[config.mk]
export PLATFORM = sky130hd
export DESIGN_NAME = area_average_shrink_x_flat
export DESIGN_NICKNAME = d
export VERILOG_FILES = /design/src/aas_pkg.sv /design/src/aas_if.sv /design/src/aas_lane.sv /design/src/aas_merge.sv /design/src/area_average_shrink_x.sv /design/src/flat_wrapper.sv
export SDC_FILE = /design/constraint.sdc
export NUM_CORES = 2
export LEC_CHECK = 0
export BUFFER_PORTS_ARGS = -buffer_cell sky130_fd_sc_hd__buf_2
export CAP_MARGIN = 20
export CELL_PAD_IN_SITES_DETAIL_PLACEMENT = 1
export CELL_PAD_IN_SITES_GLOBAL_PLACEMENT = 2
export CORE_MARGIN = 4
export CORE_UTILIZATION = 40
export CTS_BUF_LIST = sky130_fd_sc_hd__clkbuf_2 sky130_fd_sc_hd__clkbuf_4 sky130_fd_sc_hd__clkbuf_8
export DETAILED_ROUTE_END_ITERATION = 7
export PLACE_DENSITY = 0.8
export REMOVE_ABC_BUFFERS = 1
export SKIP_LAST_GASP = 1
export SLEW_MARGIN = 10
export SYNTH_ARGS = -nofsm -noshare
export SYNTH_HDL_FRONTEND = slang
export SYNTH_SLANG_ARGS = --single-unit
[constraint.sdc]
create_clock -name clock -period 9.07 [get_ports clock]
set_clock_uncertainty 0.15 [all_clocks]
set_input_delay 1.3605 -clock clock [delete_from_list [all_inputs] [get_ports clock]]
set_output_delay 1.3605 -clock clock [all_outputs]
set_load 0.01 [all_outputs]
[src/aas_pkg.sv]
// Package for the horizontal area-averaging shrink block.
// Holds shared widths, register indexes, Q14 constants and lane control types.
// No dependencies.
`timescale 1ns / 1ps

package aas_pkg;

   localparam int MAX_CHANNELS = 4;
   localparam int CHANNELS_DEF = 4;
   localparam int PIX_W        = 8;
   localparam int CNT_W        = 23;
   localparam int WORD_W       = 16;
   localparam int CSR_IDX_W    = 8;
   localparam int CSR_DATA_W   = 23;

   localparam logic [CNT_W-1:0]  Q14_ONE      = 23'h004000;
   localparam logic [CNT_W-1:0]  STEP_RESET   = 23'h008000;
   localparam logic [WORD_W-1:0] RECIP_RESET  = 16'h8000;

   localparam logic [CSR_IDX_W-1:0] REG_PIXEL_STEP = 8'd0;
   localparam logic [CSR_IDX_W-1:0] REG_STEP_RECIP = 8'd1;

   // Per-lane control issued by the sequencer each cycle.
   typedef struct packed {
      logic load;    // capture the accepted pixel
      logic acc;     // add the pixel whole to the running sum
      logic split;   // finish the output pixel and keep the remainder
      logic clear;   // start a new row
   } lane_ctl_type;

   typedef enum logic [2:0] {
      S_IDLE  = 3'b001,
      S_SPLIT = 3'b010,
      S_SCALE = 3'b100
   } state_type;

endpackage

[src/aas_if.sv]
// Channel interfaces for the area-averaging shrink block: pixel in,
// averaged pixel out, and the register write channel. Depends on aas_pkg.
`timescale 1ns / 1ps

interface aas_req_if;
   logic                   valid;
   logic                   ready;
   logic [aas_pkg::PIX_W-1:0] chan0;
   logic [aas_pkg::PIX_W-1:0] chan1;
   logic [aas_pkg::PIX_W-1:0] chan2;
   logic [aas_pkg::PIX_W-1:0] chan3;
   logic                   row_end;
   modport source (output valid, chan0, chan1, chan2, chan3, row_end, input ready);
   modport sink   (input valid, chan0, chan1, chan2, chan3, row_end, output ready);
endinterface

interface aas_rsp_if;
   logic                   valid;
   logic                   ready;
   logic [aas_pkg::PIX_W-1:0] out0;
   logic [aas_pkg::PIX_W-1:0] out1;
   logic [aas_pkg::PIX_W-1:0] out2;
   logic [aas_pkg::PIX_W-1:0] out3;
   modport source (output valid, out0, out1, out2, out3, input ready);
   modport sink   (input valid, out0, out1, out2, out3, output ready);
endinterface

interface aas_csr_if;
   logic                          valid;
   logic                          ready;
   logic [aas_pkg::CSR_IDX_W-1:0]  index;
   logic [aas_pkg::CSR_DATA_W-1:0] data;
   modport source (output valid, index, data, input ready);
   modport sink   (input valid, index, data, output ready);
endinterface

[src/aas_lane.sv]
// One channel lane: running sum, split products and the scaled, saturated byte.
// Depends on aas_pkg.
`timescale 1ns / 1ps

module aas_lane (
   input  logic                          clock,
   input  logic                          reset,
   input  aas_pkg::lane_ctl_type         ctl,
   input  logic [aas_pkg::PIX_W-1:0]     pix,
   input  logic [aas_pkg::WORD_W-1:0]    weight_c,
   input  logic [aas_pkg::WORD_W-1:0]    recip,
   output logic [aas_pkg::PIX_W-1:0]     result
);
   import aas_pkg::*;

   localparam int Q_W    = PIX_W + 2;
   localparam int PROD_W = Q_W + WORD_W;

   logic [PIX_W-1:0]    pix_ff, pix_in;
   logic [WORD_W-1:0]   sum_ff, sum_in;
   logic [WORD_W-1:0]   t_ff, t_in;
   logic [Q_W-1:0]      q;
   logic [WORD_W-1:0]   weight_w;
   logic [PROD_W-1:0]   prod_c, prod_w;
   logic [2*WORD_W-1:0] prod_r;
   logic [WORD_W-1:0]   r;

   assign q        = {pix_ff, 2'b00};
   assign weight_w = WORD_W'(Q14_ONE) - weight_c;
   assign prod_c   = PROD_W'(q) * PROD_W'(weight_c);
   assign prod_w   = PROD_W'(q) * PROD_W'(weight_w);

   always_comb begin
      pix_in = ctl.load ? pix : pix_ff;
      t_in   = ctl.split ? sum_ff + WORD_W'(prod_c[PROD_W-1:WORD_W]) : t_ff;
      if (ctl.clear) begin
         sum_in = '0;
      end else if (ctl.acc) begin
         sum_in = sum_ff + WORD_W'(pix);
      end else if (ctl.split) begin
         sum_in = WORD_W'(prod_w[PROD_W-1:WORD_W]);
      end else begin
         sum_in = sum_ff;
      end
   end

   always_ff @(posedge clock) begin
      if (reset) begin
         sum_ff <= '0;
      end else begin
         sum_ff <= sum_in;
      end
      pix_ff <= pix_in;
      t_ff   <= t_in;
   end

   // Scale the finished sum; a negative 16-bit value clamps to zero.
   assign prod_r = (2*WORD_W)'(t_ff) * (2*WORD_W)'(recip);
   assign r      = prod_r[2*WORD_W-1:WORD_W];

   always_comb begin
      if (r[WORD_W-1]) begin
         result = '0;
      end else if (r > WORD_W'(255)) begin
         result = '1;
      end else begin
         result = r[PIX_W-1:0];
      end
   end
endmodule

[src/aas_merge.sv]
// Merging stage: gathers the lane bytes into one output pixel register.
// Depends on aas_pkg and aas_if.
`timescale 1ns / 1ps

module aas_merge (
   input  logic                      clock,
   input  logic                      reset,
   input  logic                      load,
   input  logic [aas_pkg::PIX_W-1:0] lane_bytes [aas_pkg::MAX_CHANNELS],
   output logic                      room,
   aas_rsp_if.source                 rsp_bus
);
   import aas_pkg::*;

   logic             valid_ff, valid_in;
   logic [PIX_W-1:0] out_ff [MAX_CHANNELS];
   logic [PIX_W-1:0] out_in [MAX_CHANNELS];

   assign room = !valid_ff || rsp_bus.ready;

   always_comb begin
      valid_in = valid_ff;
      if (rsp_bus.ready) begin
         valid_in = 1'b0;
      end
      if (load) begin
         valid_in = 1'b1;
      end
      for (int i = 0; i < MAX_CHANNELS; i++) begin
         out_in[i] = load ? lane_bytes[i] : out_ff[i];
      end
   end

   always_ff @(posedge clock) begin
      if (reset) begin
         valid_ff <= 1'b0;
      end else begin
         valid_ff <= valid_in;
      end
      out_ff <= out_in;
   end

   assign rsp_bus.valid = valid_ff;
   assign rsp_bus.out0  = out_ff[0];
   assign rsp_bus.out1  = out_ff[1];
   assign rsp_bus.out2  = out_ff[2];
   assign rsp_bus.out3  = out_ff[3];
endmodule

[src/area_average_shrink_x.sv]
// Horizontal area-averaging shrink, one lane per channel. A pixel that only adds
// to the sums is taken in the idle state; a pixel that completes an output pixel
// passes the accept, split and scale states; the merge stage registers its result.
// Throughput: 1 pixel per cycle while summing; at output pixels the input waits,
// held by the two registered multiplies; a stalled output holds the scale step.
// Synchronous reset loads the span counter, pixel_step and step_reciprocal with
// 0x8000 and clears the sums and output valid.
`timescale 1ns / 1ps

module area_average_shrink_x #(
   parameter int CHANNELS = aas_pkg::CHANNELS_DEF
) (
   input  logic      clock,
   input  logic      reset,
   aas_req_if.sink   req_bus,
   aas_rsp_if.source rsp_bus,
   aas_csr_if.sink   csr_bus
);
   import aas_pkg::*;

   // Configuration registers. Writes must come only while the block is idle; the block itself does not enforce this.
   logic [CNT_W-1:0]  step_ff, step_in;
   logic [WORD_W-1:0] recip_ff, recip_in;
   logic              step_write;

   // Span counter: how much of the current output pixel is still uncovered.
   logic [CNT_W-1:0]  cnt_ff, cnt_in;
   logic [WORD_W-1:0] weight_ff, weight_in;
   logic              row_end_ff, row_end_in;
   state_type         state_ff, state_in;

   logic              req_xfer;
   logic              summing;
   logic              room;
   logic              merge_load;
   lane_ctl_type      lane_ctl;
   logic [PIX_W-1:0]  pix [MAX_CHANNELS];
   logic [PIX_W-1:0]  lane_bytes [MAX_CHANNELS];

   assign csr_bus.ready = 1'b1;
   assign step_write    = csr_bus.valid && (csr_bus.index == REG_PIXEL_STEP);

   always_comb begin
      step_in  = step_ff;
      recip_in = recip_ff;
      if (step_write) begin
         step_in = csr_bus.data;
      end
      if (csr_bus.valid && (csr_bus.index == REG_STEP_RECIP)) begin
         recip_in = csr_bus.data[WORD_W-1:0];
      end
   end

   assign req_bus.ready = (state_ff == S_IDLE);
   assign req_xfer      = req_bus.valid && req_bus.ready;
   // A pixel that fits whole inside the current output pixel is only summed.
   assign summing       = (cnt_ff > Q14_ONE);
   assign merge_load    = (state_ff == S_SCALE) && room;

   always_comb begin
      state_in   = state_ff;
      cnt_in     = cnt_ff;
      weight_in  = weight_ff;
      row_end_in = row_end_ff;
      lane_ctl   = '0;
      case (state_ff)
         S_IDLE: begin
            if (req_xfer) begin
               lane_ctl.load = 1'b1;
               row_end_in    = req_bus.row_end;
               if (summing) begin
                  lane_ctl.acc   = 1'b1;
                  lane_ctl.clear = req_bus.row_end;
                  cnt_in         = cnt_ff - Q14_ONE;
               end else begin
                  weight_in = cnt_ff[WORD_W-1:0];
                  cnt_in    = cnt_ff + step_ff - Q14_ONE;
                  state_in  = S_SPLIT;
               end
               if (req_bus.row_end) begin
                  cnt_in = step_ff;
               end
            end
         end
         S_SPLIT: begin
            // The finishing sum is taken before a row end clears the lanes.
            lane_ctl.split = 1'b1;
            lane_ctl.clear = row_end_ff;
            state_in       = S_SCALE;
         end
         S_SCALE: begin
            if (room) begin
               state_in = S_IDLE;
            end
         end
         default: begin
            state_in = S_IDLE;
         end
      endcase
      // A new step also starts a new row.
      if (step_write) begin
         cnt_in         = csr_bus.data;
         lane_ctl.clear = 1'b1;
      end
   end

   always_ff @(posedge clock) begin
      if (reset) begin
         state_ff <= S_IDLE;
         step_ff  <= STEP_RESET;
         recip_ff <= RECIP_RESET;
         cnt_ff   <= STEP_RESET;
      end else begin
         state_ff <= state_in;
         step_ff  <= step_in;
         recip_ff <= recip_in;
         cnt_ff   <= cnt_in;
      end
      weight_ff  <= weight_in;
      row_end_ff <= row_end_in;
   end

   assign pix[0] = req_bus.chan0;
   assign pix[1] = req_bus.chan1;
   assign pix[2] = req_bus.chan2;
   assign pix[3] = req_bus.chan3;

   // One lane per configured channel; missing channels report zero.
   for (genvar g = 0; g < MAX_CHANNELS; g++) begin : g_lane
      if (g < CHANNELS) begin : g_on
         aas_lane u_lane (
            .clock    (clock),
            .reset    (reset),
            .ctl      (lane_ctl),
            .pix      (pix[g]),
            .weight_c (weight_ff),
            .recip    (recip_ff),
            .result   (lane_bytes[g])
         );
      end else begin : g_off
         assign lane_bytes[g] = '0;
      end
   end

   aas_merge u_merge (
      .clock      (clock),
      .reset      (reset),
      .load       (merge_load),
      .lane_bytes (lane_bytes),
      .room       (room),
      .rsp_bus    (rsp_bus)
   );
endmodule

[src/flat_wrapper.sv]
// flat-port wrapper written by rule: the top's interface ports become plain ports
module area_average_shrink_x_flat import aas_pkg::*;
#(
   parameter int CHANNELS = aas_pkg::CHANNELS_DEF
)
  (clock, reset, req_bus_valid, req_bus_chan0, req_bus_chan1, req_bus_chan2, req_bus_chan3, req_bus_row_end, req_bus_ready, rsp_bus_valid, rsp_bus_out0, rsp_bus_out1, rsp_bus_out2, rsp_bus_out3, rsp_bus_ready, csr_bus_valid, csr_bus_index, csr_bus_data, csr_bus_ready);
  aas_req_if req_bus_i ();
  aas_rsp_if rsp_bus_i ();
  aas_csr_if csr_bus_i ();
  input  logic clock;
  input  logic reset;
  input wire logic [$bits(req_bus_i.valid)-1:0] req_bus_valid;
  input wire logic [$bits(req_bus_i.chan0)-1:0] req_bus_chan0;
  input wire logic [$bits(req_bus_i.chan1)-1:0] req_bus_chan1;
  input wire logic [$bits(req_bus_i.chan2)-1:0] req_bus_chan2;
  input wire logic [$bits(req_bus_i.chan3)-1:0] req_bus_chan3;
  input wire logic [$bits(req_bus_i.row_end)-1:0] req_bus_row_end;
  output wire logic [$bits(req_bus_i.ready)-1:0] req_bus_ready;
  output wire logic [$bits(rsp_bus_i.valid)-1:0] rsp_bus_valid;
  output wire logic [$bits(rsp_bus_i.out0)-1:0] rsp_bus_out0;
  output wire logic [$bits(rsp_bus_i.out1)-1:0] rsp_bus_out1;
  output wire logic [$bits(rsp_bus_i.out2)-1:0] rsp_bus_out2;
  output wire logic [$bits(rsp_bus_i.out3)-1:0] rsp_bus_out3;
  input wire logic [$bits(rsp_bus_i.ready)-1:0] rsp_bus_ready;
  input wire logic [$bits(csr_bus_i.valid)-1:0] csr_bus_valid;
  input wire logic [$bits(csr_bus_i.index)-1:0] csr_bus_index;
  input wire logic [$bits(csr_bus_i.data)-1:0] csr_bus_data;
  output wire logic [$bits(csr_bus_i.ready)-1:0] csr_bus_ready;
  assign req_bus_i.valid = req_bus_valid;
  assign req_bus_i.chan0 = req_bus_chan0;
  assign req_bus_i.chan1 = req_bus_chan1;
  assign req_bus_i.chan2 = req_bus_chan2;
  assign req_bus_i.chan3 = req_bus_chan3;
  assign req_bus_i.row_end = req_bus_row_end;
  assign req_bus_ready = req_bus_i.ready;
  assign rsp_bus_valid = rsp_bus_i.valid;
  assign rsp_bus_out0 = rsp_bus_i.out0;
  assign rsp_bus_out1 = rsp_bus_i.out1;
  assign rsp_bus_out2 = rsp_bus_i.out2;
  assign rsp_bus_out3 = rsp_bus_i.out3;
  assign rsp_bus_i.ready = rsp_bus_ready;
  assign csr_bus_i.valid = csr_bus_valid;
  assign csr_bus_i.index = csr_bus_index;
  assign csr_bus_i.data = csr_bus_data;
  assign csr_bus_ready = csr_bus_i.ready;
  area_average_shrink_x #(.CHANNELS(CHANNELS)) u_core (.clock(clock), .reset(reset), .req_bus(req_bus_i), .rsp_bus(rsp_bus_i), .csr_bus(csr_bus_i));
endmodule
-- After elaboration in Yosys (flattened, before gate mapping)
Index checks and enable logic that the tools add are counted.
- output and inout bits: 35
- flip-flop bits (word level): 275
- input port bits: 69
- bitwise operators: 1
- equal/unequal tests: 7
- reductions and logical operators: 16
- multipliers: 12
- $add $sub $neg: 12
- order comparisons: 5
- muxes and demuxes: 31
- operators by type and width (kind ; number):
    $mul 8x16->24 ; 8
    $mul 16x16->32 ; 4
    $mux 16 ; 8
    $mux 23 ; 5
    $add 16x10->16 ; 4
    $add 16x8->16 ; 4
    $gt 16x8->1 const B ; 4
    $sub 23x15->23 const B ; 2
    $mux 8 ; 4
    $add 23x23->23 ; 1
    $gt 23x15->1 const B ; 1
    $sub 15x16->16 const A ; 1
    $mux 3 ; 3
    $pmux 3 s3 ; 1
    $eq 8x1->1 const B ; 1
    $logic_not 8->1 ; 1
    $reduce_bool 2->1 ; 4
    $mux 1 ; 7
    $reduce_and 3->1 ; 2
    $logic_and 1x1->1 ; 4
    $mux 2 ; 2
    $ne 2x2->1 const B ; 2
    $reduce_and 2->1 ; 2
    $eq 3x1->1 const B ; 1
    8 further kinds ; 8

-- Depth between registers and ports, before layout
- depth after elaboration: 7
- mapped depth: 32
- mapped depth without buffers: 30

-- Cells and area by module
Synthesis repeated with hierarchy kept, for this count alone.
- cell total of the unflattened synthesis: 8653
- area, all modules: 77115.2 µm²
- by module, submodules not included (module ; cells an instance ; area each (µm²) ; times used):
    aas_lane (u_core.g_lane[2].g_on.u_lane) ; 2034 ; 17914.7 ; 1
    aas_lane (u_core.g_lane[0].g_on.u_lane) ; 2023 ; 17838.4 ; 1
    aas_lane (u_core.g_lane[1].g_on.u_lane) ; 2010 ; 17730.8 ; 1
    aas_lane (u_core.g_lane[3].g_on.u_lane) ; 1967 ; 17619.4 ; 1
    area_average_shrink_x ; 583 ; 5004.8 ; 1
    aas_merge ; 36 ; 1007.2 ; 1

-- Least setup slack after synthesis
OpenSTA, ideal clock, no wires.
- kind: flip-flop to flip-flop
- from: register u_core.recip_ff[7]
- to: register u_core.u_merge.out_ff, in the netlist u_core.u_merge.rsp_bus.out0[0] (data pin)
- data arrival time: 6.568 ns
- setup slack: 2.050 ns
- required time: 8.618 ns
- clock period less this slack: 7.020 ns
- stages on the path, launching flop included: 26
- path through: dfxtp_1 -> clkbuf_1 -> clkbuf_1 -> nand2_1 -> fa_1 -> inv_1 -> fa_1 -> inv_1 -> fa_1 -> inv_1 -> fa_1 -> fa_1 -> inv_1 -> fa_1 -> inv_1 -> ha_1 -> and4_1 -> nand2_1 -> or3_1 -> o22ai_2 -> a2111oi_4 -> nor2_2 -> a31o_4 -> a211oi_1 -> nor4_1 -> a311oi_1
- word-level cells in the longest chain between the ends: 3
- ends and longest elaborated chain (item ; RTL line ; text):
    from (decl) ; area_average_shrink_x.sv:23 ; logic [WORD_W-1:0] recip_ff, recip_in;
    from (signal assigned) ; area_average_shrink_x.sv:116 ; recip_ff <= recip_in;
    $mul 16x16->32 (*) ; aas_lane.sv:58 ; assign prod_r = (2*WORD_W)'(t_ff) * (2*WORD_W)'(recip);
    $gt 16x8->1 ; aas_lane.sv:64 ; end else if (r > WORD_W'(255)) begin
    $mux 8 ; aas_lane.sv:64 ;
    to (signal assigned) ; aas_merge.sv:40 ; out_ff <= out_in;
    to (decl) ; aas_merge.sv:16 ; logic [PIX_W-1:0] out_ff [MAX_CHANNELS];
Mark *: on every way between the ends. The rest lies on a longest branch, timed or not.
A chain may end at the register's enable or synchronous reset.

-- Worst setup path in the final report
- from: register u_core.recip_ff[1]
- to: register u_core.u_merge.out_ff, in the netlist u_core.u_merge.rsp_bus.out2[6] (data pin)
Same word-level chain as after synthesis.

==> impl_metrics.csv <==
group,metric,value,unit
status,outcome,"completed",
place,io_buffer_count,102,
synthesis,yosys.area.top_type,"fa_1",
clock_network,clkLatencyLatePin,730,ps
sta,worstMarginPinSlew,1070,ps
synthesis,synth_top_area_frac,0.384,
sta,layout_setup_ws,914,ps
worst_setup_path,reg2reg_to,"u_core.u_merge.rsp_bus.out2[6]",
pwr,irDropWorstVdd,0.104,mV
synthesis,synth-main-ff-cell,"edfxtp_1",
grt,grt_pass1_wl,366000,um
synthesis,syn_inst,8493,
synthesis,synth_area_leaders,"fa_1 38%, ha_1 14%, inv_1 8.3%",
die,rows,159,
cells_and_area,nets,10700,
routing,drt_wl_total,225000,um
worst_setup_path,start_kind,"flop",
worst_setup_path,r2r_slack,910,ps
die,fp.dieW,442,um
routing,viasPerCell,5.26,
routing,post-route-drc-count,0,
grt,antenna_found_initial,14,
cells_and_area,layout_commonest_cell,"inv_1",
die,fp.dieArea,195000,um2
grt,track_usage,0.234,
synthesis,synth_area,75400,um2
sta,finalSetupViolations,0,
job,cap_violations,0,
synthesis,synth_cell_types,85,
synthesis,async_flop_share,0,
clock_network,root_buffer,"clkbuf_8",
hold_path,holdPathStages,2,
worst_setup_path,cp.arrival,8430,ps
grt,overflow,0,
routing,drt_iter0_markers,2775,
sta,slew_headroom,0.280,
place,hpwl,176000,um
worst_setup_path,reg2reg_depth,21,
clock_network,cts.repair.resized,0,
routing,vias,57300,
sta,finalMaxSlewViolations,0,
sta,fin_setup_tns,0,ps
worst_setup_path,end_kind,"flop",
worst_setup_path,crit_fanout,33,
sta,rsz0062_at_grt,"no",
routing,dr.pass1.iters,5,
die,die_h,442,um
pwr,power,7.97,mW
worst_setup_path,setup.worst_path.class,"flop to flop",
sta,min_period_over_period,0.899,
synthesis,ys_ff_latch,275,
synthesis,yosys_warnings,0,
clock_network,cts_hold_buf,0,
routing,final_antenna_net_count,0,
clock_network,postCtsSetupBuffers,0,
cells_and_area,drive_above_1_share,0.0495,
pwr,pwr_density_cell,99.9,nW/um2
die,core,188000,um2
place,pre_cts_ws,923,ps
clock_network,cts_buffers,52,
synthesis,synth_edf_count,145,
grt,grt_max_degree,70,
sta,final-hold-violation-count,0,
worst_setup_path,r2r-start,"u_core.recip_ff[1]",
hold_path,min_from,"u_core.step_ff[21]",
clock_network,cts_tree,"yes",
clock_network,clock_path_buffers,3,
die,start_util,0.402,
sta,period_minus_slack,8160,ps
clock_network,path_clk_slew,70,ps
hold_path,hold_class,"flop to flop",
synthesis,syn_area_per_cell,8.88,um2
sta,fmax,123,MHz
pwr,static-leakage-power,39.0,nW
clock_network,htreeDepth,2,
place,place.gp.congestion,0.856,
die,io_pins,104,
hold_path,hold_end,"u_core.step_ff[21]",
worst_setup_path,critical_path_required,9340,ps
grt,grt_pass1_vias,64900,
cells_and_area,final_cell_mix,"1662 x inv_1, 1445 x fa_1, 1307 x nand2_1",
cells_and_area,area_growth,5.87,%
routing,wire_per_inst,20.7,um
synthesis,yosysSeqAreaShare,0.0923,
clock_network,cts.sink_count,275,
-- worst max-delay path, stage by stage, from the launching register on --
cell and delay, ps:
dfxtp_2 970, buf_4 340, nand2_1 100, fa_1 550
fa_1 480, fa_1 550, inv_1 50, fa_1 520
fa_1 510, inv_1 50, fa_1 480, inv_1 40
ha_1 300, nand4_1 100, a21oi_1 190, o2111ai_1 260
a211oi_1 420, nor2_1 130, a211oi_1 420, nor2_1 120
o32ai_1 890, a31oi_1 220
-- per-stage QoR --
step           instance area, um2  hold slack [ps]  utilization  cells
6_report                    79800              311        0.425  10900
5_1_grt                     79800              338        0.425  10900
4_1_cts                     79800              313        0.425  10900
3_5_place_dp                78600              299        0.419  10800
3_3_place_gp                78600              292        0.419  10800
2_1_floorplan               73700              280            -   8048
-- final cells by class --
cell class | instances | area, um2
clock buffers | 71 | 896
flip-flops and latches | 275 | 6980
clock inverters | 25 | 213
inverters | 1665 | 6250
diodes | 11 | 27.5
well taps | 2495 | 3120
multi-input cells | 6108 | 60600
fillers | 21900 | 108000
repair buffers | 244 | 1700
-- cell usage after synthesis (75+ instances only) --
library cell and count:
clkbuf_1 432, edfxtp_1 145, nor3_1 75, a21o_1 76, a21oi_1 261, ha_1 850, inv_1 1663, and2_1 894
o21ai_0 131, nor2_1 194, nand2_1 1308, fa_1 1445, dfxtp_1 130, xnor2_1 152
-- routing by layer --
layer / GRT usage / up-vias / wire length, um / share of wire
met5: 0 / - / 0 / 0
met4: 0.0537 / 0 / 5330 / 0.024
met3: 0.0210 / 257 / 9400 / 0.042
met2: 0.405 / 1107 / 110000 / 0.49
met1: 0.317 / 30100 / 100000 / 0.44
li1: - / 25800 / - / -
-- worst max path at each step --
stage / startpoint / end / slack (ps) / cells past startpoint
after floorplan: u_core.recip_ff[7] / u_core.u_merge.rsp_bus.out0[0] / 1540 / 23
after global placement: u_core.recip_ff[1] / u_core.u_merge.rsp_bus.out1[6] / 1210 / 20
after detailed placement: u_core.recip_ff[1] / u_core.u_merge.rsp_bus.out2[6] / 920 / 21
after CTS: u_core.recip_ff[1] / u_core.u_merge.rsp_bus.out2[0] / 900 / 21
after global routing: u_core.recip_ff[1] / u_core.u_merge.rsp_bus.out2[1] / 500 / 21
final: u_core.recip_ff[1] / u_core.u_merge.rsp_bus.out2[6] / 910 / 21
-- state kept, by name, summed over array words and instances (netlist names) --
register	cells
u_core.u_merge.rsp_bus.valid	1
u_core.u_merge.rsp_bus.out3	8
u_core.g_lane.g_on.u_lane.sum_ff	64
u_core.g_lane.g_on.u_lane.pix_ff	32
u_core.weight_ff	16
u_core.state_ff	3
u_core.g_lane.g_on.u_lane.t_ff	64
u_core.recip_ff	16
u_core.u_merge.rsp_bus.out0	8
u_core.cnt_ff	23
u_core.u_merge.rsp_bus.out2	8
u_core.step_ff	23
u_core.row_end_ff	1
u_core.u_merge.rsp_bus.out1	8
-- kinds of logic after synthesis --
logic type	Yosys count	share of synthesized area
AO/OA/AOI/OAI	811	0.0698
XOR/XNOR	225	0.0261
adder cells (fa/ha/maj)	2295	0.525
buffers and inverters	2110	0.105
flip-flops	275	0.0923
multiplexers	29	0.00395
other	1	0.0000497
AND/OR/NAND/NOR	2747	0.178
-- where the power goes --
part	switching (mW)	total (mW)	internal [mW]
sequential	0.0891	1.50	1.41
combinational	2.96	5.09	2.14
clock	0.648	1.38	0.730
total	3.69	7.97	4.28
Power figures use the tool's default switching activity.
